--- src/hdl/asfr_pkg.sv ---
// Shared types and constants for the axis status frame receiver.
package asfr_pkg;

    localparam int FrameLen   = 41;
    localparam int SumLen     = 39;
    localparam int StoreDepth = FrameLen - 1;
    localparam int IndexW     = $clog2(FrameLen);

    localparam logic [IndexW-1:0] LastIndex  = IndexW'(FrameLen - 1);
    localparam logic [IndexW-1:0] SumEnd     = IndexW'(SumLen);
    localparam logic [15:0]       SumInvert  = 16'hFF00;

    localparam logic StatusOk          = 1'b0;
    localparam logic StatusChecksumErr = 1'b1;

    typedef struct packed {
        logic [7:0] rx_byte;
        logic       frame_start;
    } asfr_in_t;

    typedef struct packed {
        logic [7:0]  controller_address;
        logic [31:0] x_position;
        logic [31:0] y_position;
        logic [31:0] x_encoder;
        logic [31:0] y_encoder;
        logic [31:0] switch_bytes;
        logic [31:0] analog_pair;
        logic [31:0] motor_clock;
        logic [15:0] temp_and_phase;
        logic [31:0] x_last_bytes;
        logic [31:0] y_last_bytes;
        logic        frame_status;
    } asfr_out_t;

    typedef struct packed {
        logic result_fire;
        logic at_last;
    } asfr_cap_stat_t;

endpackage

--- src/hdl/axis_status_frame_receiver.sv ---
// Top level of the axis status frame receiver.
// Latency: the result appears in the cycle after the last (41st) byte is accepted.
// Throughput: one byte per cycle; only a byte that arrives while the count stands at
// the last byte can stall, and only while the previous result still waits in the
// output register.
// Reset (rst_n low, asynchronous): byte count, running sum and output valid
// clear; the byte shift line and result payload are not reset.
module axis_status_frame_receiver
    import asfr_pkg::*;
(
    input  logic      clk,
    input  logic      rst_n,
    input  logic      in_valid,
    output logic      in_ready,
    input  asfr_in_t  in_item,
    output logic      out_valid,
    input  logic      out_ready,
    output asfr_out_t out_item
);

    logic           accept;
    asfr_cap_stat_t stat;
    asfr_out_t      result;

    // Ordinary bytes never need the output register, so they are always taken.
    // When the count stands at the last byte, the item is held off until the
    // output register is free or is being emptied in this cycle.
    assign in_ready = !stat.at_last || !out_valid || out_ready;
    assign accept   = in_valid && in_ready;

    asfr_capture u_capture (
        .clk     (clk),
        .rst_n   (rst_n),
        .accept  (accept),
        .in_item (in_item),
        .stat    (stat),
        .result  (result)
    );

    asfr_out_reg u_out_reg (
        .clk       (clk),
        .rst_n     (rst_n),
        .load      (stat.result_fire),
        .result    (result),
        .out_ready (out_ready),
        .out_valid (out_valid),
        .out_item  (out_item)
    );

endmodule

--- src/hdl/asfr_capture.sv ---
// Byte counter, running sum, byte shift line and frame decode.
module asfr_capture
    import asfr_pkg::*;
(
    input  logic           clk,
    input  logic           rst_n,
    input  logic           accept,
    input  asfr_in_t       in_item,
    output asfr_cap_stat_t stat,
    output asfr_out_t      result
);

    logic [IndexW-1:0] byte_index_reg;
    logic [IndexW-1:0] byte_index_next;
    logic [15:0]       running_sum_reg;
    logic [15:0]       running_sum_next;
    logic [7:0]        store_reg [StoreDepth];
    logic [IndexW-1:0] idx;
    logic [15:0]       rx_sum;
    logic [15:0]       want_sum;

    // The newest byte sits at entry 0, so byte k of a full frame sits at
    // entry StoreDepth-1-k when the last byte arrives.
    function automatic logic [7:0] fb(input int k);
        return store_reg[IndexW'(StoreDepth - 1 - k)];
    endfunction

    assign idx = in_item.frame_start ? '0 : byte_index_reg;

    always_comb
    begin
        byte_index_next  = byte_index_reg;
        running_sum_next = running_sum_reg;
        if (accept)
        begin
            byte_index_next = (idx == LastIndex) ? '0 : idx + IndexW'(1);
            if (idx == '0)
            begin
                running_sum_next = {8'd0, in_item.rx_byte};
            end
            else if (idx < SumEnd)
            begin
                running_sum_next = running_sum_reg + {8'd0, in_item.rx_byte};
            end
        end
    end

    always_ff @(posedge clk or negedge rst_n)
    begin
        if (!rst_n)
        begin
            byte_index_reg  <= '0;
            running_sum_reg <= '0;
        end
        else
        begin
            byte_index_reg  <= byte_index_next;
            running_sum_reg <= running_sum_next;
        end
    end

    always_ff @(posedge clk)
    begin
        if (accept)
        begin
            store_reg[0] <= in_item.rx_byte;
            for (int i = 1; i < StoreDepth; i++)
            begin
                store_reg[IndexW'(i)] <= store_reg[IndexW'(i - 1)];
            end
        end
    end

    assign rx_sum   = {in_item.rx_byte, store_reg[IndexW'(StoreDepth - 1 - SumLen)]};
    assign want_sum = running_sum_reg ^ SumInvert;

    assign stat.result_fire = accept && (idx == LastIndex);
    assign stat.at_last     = (byte_index_reg == LastIndex);

    always_comb
    begin
        result.controller_address = fb(0);
        result.x_position     = {fb(4), fb(3), fb(2), fb(1)};
        result.y_position     = {fb(8), fb(7), fb(6), fb(5)};
        result.x_encoder      = {fb(12), fb(11), fb(10), fb(9)};
        result.y_encoder      = {fb(16), fb(15), fb(14), fb(13)};
        result.switch_bytes   = {fb(20), fb(19), fb(18), fb(17)};
        result.analog_pair    = {fb(24), fb(23), fb(22), fb(21)};
        result.motor_clock    = {fb(28), fb(27), fb(26), fb(25)};
        result.temp_and_phase = {fb(30), fb(29)};
        result.x_last_bytes   = {fb(34), fb(33), fb(32), fb(31)};
        result.y_last_bytes   = {fb(38), fb(37), fb(36), fb(35)};
        result.frame_status   = (rx_sum != want_sum) ? StatusChecksumErr : StatusOk;
    end

endmodule

--- src/hdl/asfr_out_reg.sv ---
// Result register with valid flag on the output channel.
module asfr_out_reg
    import asfr_pkg::*;
(
    input  logic      clk,
    input  logic      rst_n,
    input  logic      load,
    input  asfr_out_t result,
    input  logic      out_ready,
    output logic      out_valid,
    output asfr_out_t out_item
);

    logic      out_valid_reg;
    logic      out_valid_next;
    asfr_out_t out_item_reg;

    always_comb
    begin
        out_valid_next = out_valid_reg;
        if (load)
        begin
            out_valid_next = 1'b1;
        end
        else if (out_ready)
        begin
            out_valid_next = 1'b0;
        end
    end

    always_ff @(posedge clk or negedge rst_n)
    begin
        if (!rst_n)
        begin
            out_valid_reg <= 1'b0;
        end
        else
        begin
            out_valid_reg <= out_valid_next;
        end
    end

    always_ff @(posedge clk)
    begin
        if (load)
        begin
            out_item_reg <= result;
        end
    end

    assign out_valid = out_valid_reg;
    assign out_item  = out_item_reg;

endmodule

--- config.mk ---
export PLATFORM = sky130hd
export DESIGN_NAME = axis_status_frame_receiver
export DESIGN_NICKNAME = d
export VERILOG_FILES = /design/src/hdl/asfr_pkg.sv /design/src/hdl/axis_status_frame_receiver.sv /design/src/hdl/asfr_capture.sv /design/src/hdl/asfr_out_reg.sv
export SDC_FILE = /design/constraint.sdc
export NUM_CORES = 1
export LEC_CHECK = 0
export ABC_AREA = 1
export BUFFER_PORTS_ARGS = -buffer_cell sky130_fd_sc_hd__buf_4
export CAP_MARGIN = 20
export CORE_MARGIN = 4
export CORE_UTILIZATION = 38
export CTS_BUF_LIST = sky130_fd_sc_hd__clkbuf_16
export DETAILED_ROUTE_END_ITERATION = 10
export GPL_TIMING_DRIVEN = 0
export SETUP_SLACK_MARGIN = 0.4
export SKIP_LAST_GASP = 1
export SLEW_MARGIN = 40
export SYNTH_ARGS = -nofsm -noshare
export SYNTH_HDL_FRONTEND = slang
export SYNTH_SLANG_ARGS = --single-unit
--- constraint.sdc ---
create_clock -name clk -period 30 [get_ports clk]
set_input_delay 3 -clock clk [delete_from_list [all_inputs] [get_ports clk]]
set_output_delay 3 -clock clk [all_outputs]
set_load 0.01 [all_outputs]
Word-level counts from Yosys, hierarchy flattened
Memory sizes are Yosys's and may differ from the RTL's. A register that Yosys moved wholly into a read port is not among the register bits.
Index checks and enable logic that the tools add are counted.
{"block": "word_totals", "n_memories": 1, "register_bits": 328, "in_bits": 13, "ramBits": 320}
{"block": "classes", "reduce_logical": 10, "magnitude_cmp": 1, "addsub": 2, "eq_ne": 3, "bitwise_logic": 1, "muxes": 9}
{"name": "u_capture.store_reg", "words": 40, "word_bits": 8, "read_ports": 40, "rd_ports_with_merged_regs": 1, "wr": 40, "line_no": "asfr_capture.sv:17", "source": "logic [7:0] store_reg [StoreDepth];"}
{"cell": "two-way mux 16 bit", "n": 2}
{"cell": "adder 16 x 8 -> 16 bit", "n": 1}
{"cell": "inequality test 16 bit", "n": 1}
{"cell": "== test 6 bit, second input constant", "n": 2}
{"cell": "two-way mux 6 bit", "n": 2}
{"cell": "NOT 8 bit", "n": 1}
{"cell": "adder 6 x 1 -> 6 bit, second input constant", "n": 1}
{"cell": "logical NOT 6 bit", "n": 1}
{"cell": "less-than comparator 6 bit, second input constant", "n": 1}
{"cell": "two-way mux 1 bit", "n": 5}
{"cell": "nonzero test 2 bit", "n": 2}
{"cell": "logical AND 1 bit", "n": 2}
{"cell": "logical NOT 1 bit", "n": 2}
{"cell": "logical OR 1 bit", "n": 2}
{"cell": "AND reduction 2 bit", "n": 1}

Logic depth before layout (Yosys ltp)
Gate-level depths: netlist of run 1.
{"block": "logic_depth", "depth_word": 7, "depth_mapped": 11}

By module
A second synthesis of run 1 with hierarchy kept.
{"block": "unflattened", "cells_unflattened": 936, "area_unflattened_um2": 21035.2}
{"module": "asfr_capture", "cells_each": 613, "n_inst": 1, "area_per_inst_um2": 11574.9}
{"module": "asfr_out_reg", "cells_each": 318, "n_inst": 1, "area_per_inst_um2": 9439.1}
{"module": "axis_status_frame_receiver", "cells_each": 5, "n_inst": 1, "area_per_inst_um2": 21.3}

Least setup slack after synthesis of run 1
No wires, ideal clock.
{"block": "synth_path", "kind": "input port to flip-flop", "startpoint": "in in_item[0] (netlist name)", "endpoint": "reg u_out_reg.out_item_reg (netlist bit u_out_reg.out_item[0]), enable pin", "slack_ps": 12495, "stages": 7, "setup_ps": 993, "n_path_buf": 0, "arrival_ps": 16512, "t_required_ps": 29007, "cell_sequence": "inv_1 -> nand2_1 -> ha_1 -> inv_1 -> nor2_1 -> nand2_1 -> nor2_1"}
{"block": "synth_between", "elab_chain_len": 3}
{"element": "start, declared", "line_no": "axis_status_frame_receiver.sv:15", "source": "input asfr_in_t in_item,"}
{"element": "two-way mux 6 bit", "line_no": "asfr_capture.sv:28", "source": "assign idx = in_item.frame_start ? '0 : byte_index_reg;"}
{"element": "== test 6 bit", "line_no": "asfr_capture.sv:77", "source": "assign stat.result_fire = accept && (idx == LastIndex);"}
{"element": "logical AND 1 bit", "line_no": "asfr_capture.sv:77"}
{"element": "via u_out_reg.load", "line_no": "asfr_out_reg.sv:7", "source": "input logic load,"}
{"element": "end signal, assigned", "line_no": "asfr_out_reg.sv:47", "source": "out_item_reg <= result;"}
{"element": "end, declared", "line_no": "asfr_out_reg.sv:16", "source": "asfr_out_t out_item_reg;"}
The timed path passes the listed nets, and every way through them passes these cells.
A chain may end at the register's enable or synchronous reset.

Worst setup path after layout of run 1
{"block": "layout_path", "startpoint": "in out_ready", "endpoint": "out in_ready"}
{"block": "layout_between", "elab_chain_len": 1}
{"element": "start, declared", "line_no": "axis_status_frame_receiver.sv:17", "source": "input logic out_ready,"}
{"element": "logical OR 1 bit", "line_no": "axis_status_frame_receiver.sv:28", "source": "assign in_ready = !stat.at_last || !out_valid || out_ready;"}
{"element": "end, declared", "line_no": "axis_status_frame_receiver.sv:14", "source": "output logic in_ready,"}
No other way between the ends.

==> results of run 1 <==
[layout by cell type, fill, tap and decap left out, types with 8 or more instances in the layout]
cell,Yosys,final
buf_4,0,327
nor2_1,39,38
o21ai_0,14,14
nand4_1,8,8
ha_1,10,10
edfxtp_1,633,633
a21oi_1,11,11
clkinv_2,0,13
dfrtp_1,23,23
nand2_1,88,88
buf_16,0,16
nand3_1,19,19
clkinv_1,0,20
clkbuf_16,0,70
inv_1,42,49
[critical path: cells and delay by family]
family	cells	cell delay (ns)
buffers and inverters	2	0.29
and+or+nand+nor	2	0.22
[layout make-up]
cell class,instances,area (sq um)
Clock buffer,70,1750
Multi-Input combinational cell,234,1250
Buffer,4,42.5
Tap cell,739,925
Inverter,44,173
Fill cell,4371,27200
Timing Repair Buffer,349,2990
Sequential cell,656,19600
Clock inverter,54,432
[final timing paths]
kind	start	to	slack, ns
max	out_ready	in_ready	23.49
min	u_capture.store_reg[39][3]	u_out_reg.out_item[308]	0.42
max reg2reg	u_capture.byte_index_reg[0]	u_out_reg.out_item[276]	26.93
min reg2reg	u_capture.store_reg[39][3]	u_out_reg.out_item[308]	0.42
max in group asynchronous	rst_n	u_capture.running_sum_reg[13]	27.38
min in group asynchronous	rst_n	u_capture.byte_index_reg[1]	2.33
[metal layers]
layer / wire, microns / part of all wire [%]
met5: 0 / 0
met4: 553 / 1.4
met3: 3610 / 9.2
met2: 18100 / 46
met1: 17100 / 43
[power by group]
group          switching (mW)  internal, mW
logic                  0.0390        0.0209
clock network           0.332         0.477
registers              0.0176          1.04
[stage by stage]
step / cells / utilization [%] / hold WS, ns / setup WS [ns] / total power [mW]
finish: 2150 / 50.0 / 0.420 / 23.49 / 1.93
global route: 2150 / 50.0 / 0.437 / 23.42 / 2.00
CTS: 2150 / 50.0 / 0.421 / 23.48 / 1.95
detailed placement: 2026 / 45.9 / 0.407 / 23.49 / 1.13
global placement: 2004 / 44.9 / 0.403 / 5.86 / 1.13
floorplan: 938 / - / 0.400 / 12.50 / 1.11
[cells by family (layout without fill, tap and decap cells)]
logic type	Yosys count	in the layout
xor gates and xnor gates	13	13
adders and majority gates	11	11
AOI/OAI and AO/OA	36	36
and+or+nand+nor	174	174
buffers and inverters	48	521
DFF	656	656
==> impl_metrics.toml, run 1 <==
[drt]
viasPerCell = 4.51
wl_per_cell_microns = 18.3
wirelength_microns = 39400
ant_nets = 0
dr.pass1.iters = 4
first_iter_violations = 648
dr_total_vias = 9688
drc = 0

[sta]
period_minus_slack_ns = 6.51
tightest_slew_ns = 0.482
setup_viol = 0
rsz0062_at_grt = "false"
finalHoldViolCount = 0
finalSetupTns_ns = 0
maxSlewHeadroom_pct = 67.8
max_freq_mhz = 154
fin_worst_skew_ns = 0.0235
drv_slew = 0
finalCritPeriodShare_pct = 21.7

[critical_path]
critPathLaunchType = "primary input"
critPathSlowestCell = "buf_4"
critical_path.max_stage_delay_ns = 0.17
crit_chain = "buf_4, nor2_1, nand4_2, buf_4"
criticalPathCategory = "primary input to output pin"
worstPathMaxFanout = 2
reg2regPathDepth = 14
cp-end-kind = "output pin"
cp.arrival_ns = 3.51
worstPathRequired_ns = 27.00
cpMostUsedCell = "buf_4"

[final_layout]
n_antenna_cell = 0
final_area_sq_um = 27100
largest_reg_flops = 320
area_growth_pct = 29.0
final_layout_size_suffix_gt1_share_pct = 33.0
nets = 1381

[synth]
synthTopCellsByArea = "edfxtp_1 (90%), dfrtp_1 (2.7%), nand2_1 (1.6%), inv_1 (0.75%), nor2_1 (0.70%)"
synth_seq_cells = 656
synth-compound-area-share_pct = 1.03
synth_seq_area_share_pct = 93.1
synthesis.instances = 938
synth_top_family_by_area = "simple AND/OR/NAND/NOR gates"
synth-simple-area-share_pct = 3.67
synthAdderAreaFrac_pct = 0.690
synth_xor_area_share_pct = 0.541
synth_nets = 962
synth_commonest_cells = "edfxtp_1 (633), nand2_1 (88), inv_1 (42), nor2_1 (39), dfrtp_1 (23)"
yosys_warnings = 0
yosys.area.top_type_share_pct = 90.3
async_reset_ff_share_pct = 3.51
netlist_area_sq_um = 21000
synth.most_common_cell = "edfxtp_1"
avgSynthCellArea_sq_um = 22.4
synth.area.mux_share_pct = 0
synth_cell_type_count = 35
ys.flop_type = "edfxtp_1"
synth_area_leader_cell = "edfxtp_1"
synth-edff-count = 633

[die]
core_sq_um = 54300
die-area_sq_um = 59200
die_h_microns = 243
ios = 328
start_util_pct = 38.7
die_w_microns = 243
row_count = 85

[cts]
insertion_delay_ns = 0.57
post_cts_buffers = 0
htree_levels = 3
tritoncts = "yes"
clockBufferDepth = 3
cts_sinks = 656
cts_buffers = 68
cts_hold_buf = 0
clk_root_buffer_cell = "clkbuf_16"
ctsResizeCount = 0
cts.reportedPaths.clkPinSlew_ns = 0.06

[min_path]
hold_depth = 0
min_path_type = "register to register"

[placed_design]
placed_cell_area_sq_um = 25000
dp.final_hpwl_microns = 26600
gp_congestion = 0.822
port_buffers = 327

[grt]
gr-usage-met3_pct = 4.94
gr-total-overflow = 0
grtUsageTotal_pct = 12.9
grtUsageMet2_pct = 20.0
grt_busiest_layer = "met2"
use_met1_pct = 17.3
grt_first_pass_wirelength_microns = 59400
grt_max_degree = 81
antenna_found_initial = 0
first_global_vias = 9837

[power]
p_leak_nw = 9.95
power_density_nw_per_um2 = 70.9
ir_drop_uv = 51.6

[outcome]
status = "finished clean"

[flow_run]
max_cap_viol_count = 0
(Power assumes the default switching activity.)
==> run 2, diff against run 1 <==
ABC_AREA = 0   (was 1)
clock period = 5.5 ns   (was 30 ns; I/O delays follow)
==> impl_metrics.toml, run 2 <==
[outcome]
status = "finished clean"

[drt]
dr.pass1.iters = 5
ant_nets = 0
drc = 0
viasPerCell = 4.67
wl_per_cell_microns = 19.2
first_iter_violations = 607
wirelength_microns = 38500
dr_total_vias = 9358

[die]
die_h_microns = 242
die_w_microns = 242
die-area_sq_um = 58500
row_count = 85
ios = 328
core_sq_um = 54000
start_util_pct = 38.5

[critical_path]
criticalPathCategory = "register to register"
cp-end-kind = "register"
cp.arrival_ns = 3.57
critPathLaunchType = "register"
worstPathRequired_ns = 5.78
worstPathMaxFanout = 19

[final_layout]
fin_cells = 2006
final_layout_size_suffix_gt1_share_pct = 35.0
area_growth_pct = 28.4
n_antenna_cell = 0
nets = 1285
final_common_cell = "edfxtp_1"
fin_util_pct = 49.4
largest_reg_flops = 320
layout_common_cells = "edfxtp_1 (633), buf_4 (326), clkbuf_16 (71)"

[synth]
synth_commonest_cells = "edfxtp_1 (633), nand2_1 (26), dfrtp_1 (23), nor2_1 (14), xor2_1 (12)"
synth_nets = 866
synth-edff-count = 633
yosys_warnings = 0
async_reset_ff_share_pct = 3.51
synthesis.instances = 842
yosys.area.top_type_share_pct = 91.4
synthTopCellsByArea = "edfxtp_1 (91%), dfrtp_1 (2.8%), ha_1 (0.60%), xor2_1 (0.51%), nand2_1 (0.47%)"
avgSynthCellArea_sq_um = 24.7
synth_seq_cells = 656
synth_seq_area_share_pct = 94.2
netlist_area_sq_um = 20800
ys.flop_type = "edfxtp_1"
synth.most_common_cell = "edfxtp_1"
synth_area_leader_cell = "edfxtp_1"
synth_cell_type_count = 49

[placed_design]
placed_cells = 1885
gp_congestion = 0.788
dp_worst_setup_slack_ns = 2.10
dp.final_hpwl_microns = 24900
port_buffers = 326

[sta]
max_freq_mhz = 304
finalCritPeriodShare_pct = 59.8
tightest_slew_ns = 0.620
drv_slew = 0
setup_viol = 0
rsz0062_at_grt = "false"
setup_ws_ns = 2.21
finalSetupTns_ns = 0
period_minus_slack_ns = 3.29
fin_worst_skew_ns = 0.0183
finalHoldViolCount = 0
maxSlewHeadroom_pct = 58.3

[cts]
cts_sinks = 656
clockBufferDepth = 3
cts.reportedPaths.clkPinSlew_ns = 0.06
cts_buffers = 69
ctsResizeCount = 0
tritoncts = "yes"
clk_root_buffer_cell = "clkbuf_16"
insertion_delay_ns = 0.58
htree_levels = 3

[grt]
grtUsageTotal_pct = 12.9
first_global_vias = 9390
grt_first_pass_wirelength_microns = 58200
grt_max_degree = 116
gr-total-overflow = 0
antenna_found_initial = 0

[flow_run]
max_cap_viol_count = 0

[power]
power_density_nw_per_um2 = 395
p_leak_nw = 9.61
ir_drop_uv = 332

[min_path]
min_path_type = "primary input to register"
## run 2: changes by cell type after synthesis, moves of 7 or more
cell     before  now
nand2_1      88   26
inv_1        42    9
nor2_1       39   14
nand3_1      19   11
nor4_1        0    8
o21ai_0      14    6
a31oi_1       0    7
## run 2: cell type report
class                   count  area (sq um)
flip-flops and latches    656         19600
well taps                 696           871
fillers                  4379         27300
plain buffers               7          57.6
multi-input cells         169          1180
repair buffers            348          2870
clock inverters            50           328
clock buffers              70          1750
inverters                  10          53.8
## run 2: worst paths after layout
path / start / to / slack, ns / depth (start not counted)
setup reg to reg: u_capture.byte_index_reg[3] / u_out_reg.out_item[265] / 2.21 / 11
hold reg to reg: u_capture.store_reg[39][7] / u_out_reg.out_item[312] / 0.42 / 0
setup / recovery: u_capture.byte_index_reg[3] / u_out_reg.out_item[265] / 2.21 / 11
hold / removal: in_valid / u_capture.byte_index_reg[2] / 0.18 / 2
max in group asynchronous: rst_n / u_capture.running_sum_reg[13] / 4.82 / 2
min in group asynchronous: rst_n / u_capture.byte_index_reg[1] / 0.42 / 2
## run 2: kinds of logic (layout without fill, tap and decap cells)
kind of cell	count (synthesis)	after routing	share of synthesized area, %
DFF	656	656	94.2
and+or+nand+nor	88	88	2.23
buffers and inverters	17	485	0.379
muxes	2	2	0.102
xor gates and xnor gates	22	22	0.927
AOI/OAI and AO/OA	46	46	1.48
adders and majority gates	11	11	0.698
## run 2: worst max-delay path: stages, from the launching register on
cell and delay, ns:
dfrtp_1 0.43, nor3b_2 0.22, a41o_1 0.23, buf_6 0.16, nor2_4 0.46, buf_8 0.28
buf_8 0.22, buf_8 0.18, buf_8 0.19, buf_8 0.21, buf_16 0.18, buf_8 0.18
## run 2: power by group
part           leakage, nW  internal, mW  switching, mW  total [mW]
Sequential            6.23          5.69          0.133        5.82
Clock                 1.07          2.42           1.84        4.26
Combinational         2.31         0.178          0.282       0.460
## run 2: metrics by stage
stage,instance area (sq um),hold slack (ns),total power [mW]
floorplan,20900,0.254,6.23
global placement,24200,0.403,6.36
detailed placement,24600,0.406,6.39
CTS,26700,0.125,10.7
global route,26700,0.133,11.0
finish,26700,0.178,10.5
## run 2: routing by layer
metal	GRT usage, %	share of wire, %	vias up
li1	-	-	4225
met1	17.3	44	4705
met2	19.1	45	349
met3	5.46	9.0	79
met4	4.20	2.5	0
met5	0	0	-
## run 2: timing repair
item                      CTS  global route
hold endpoints to repair   23             0
buffers inserted            0             0
hold buffers                1             0
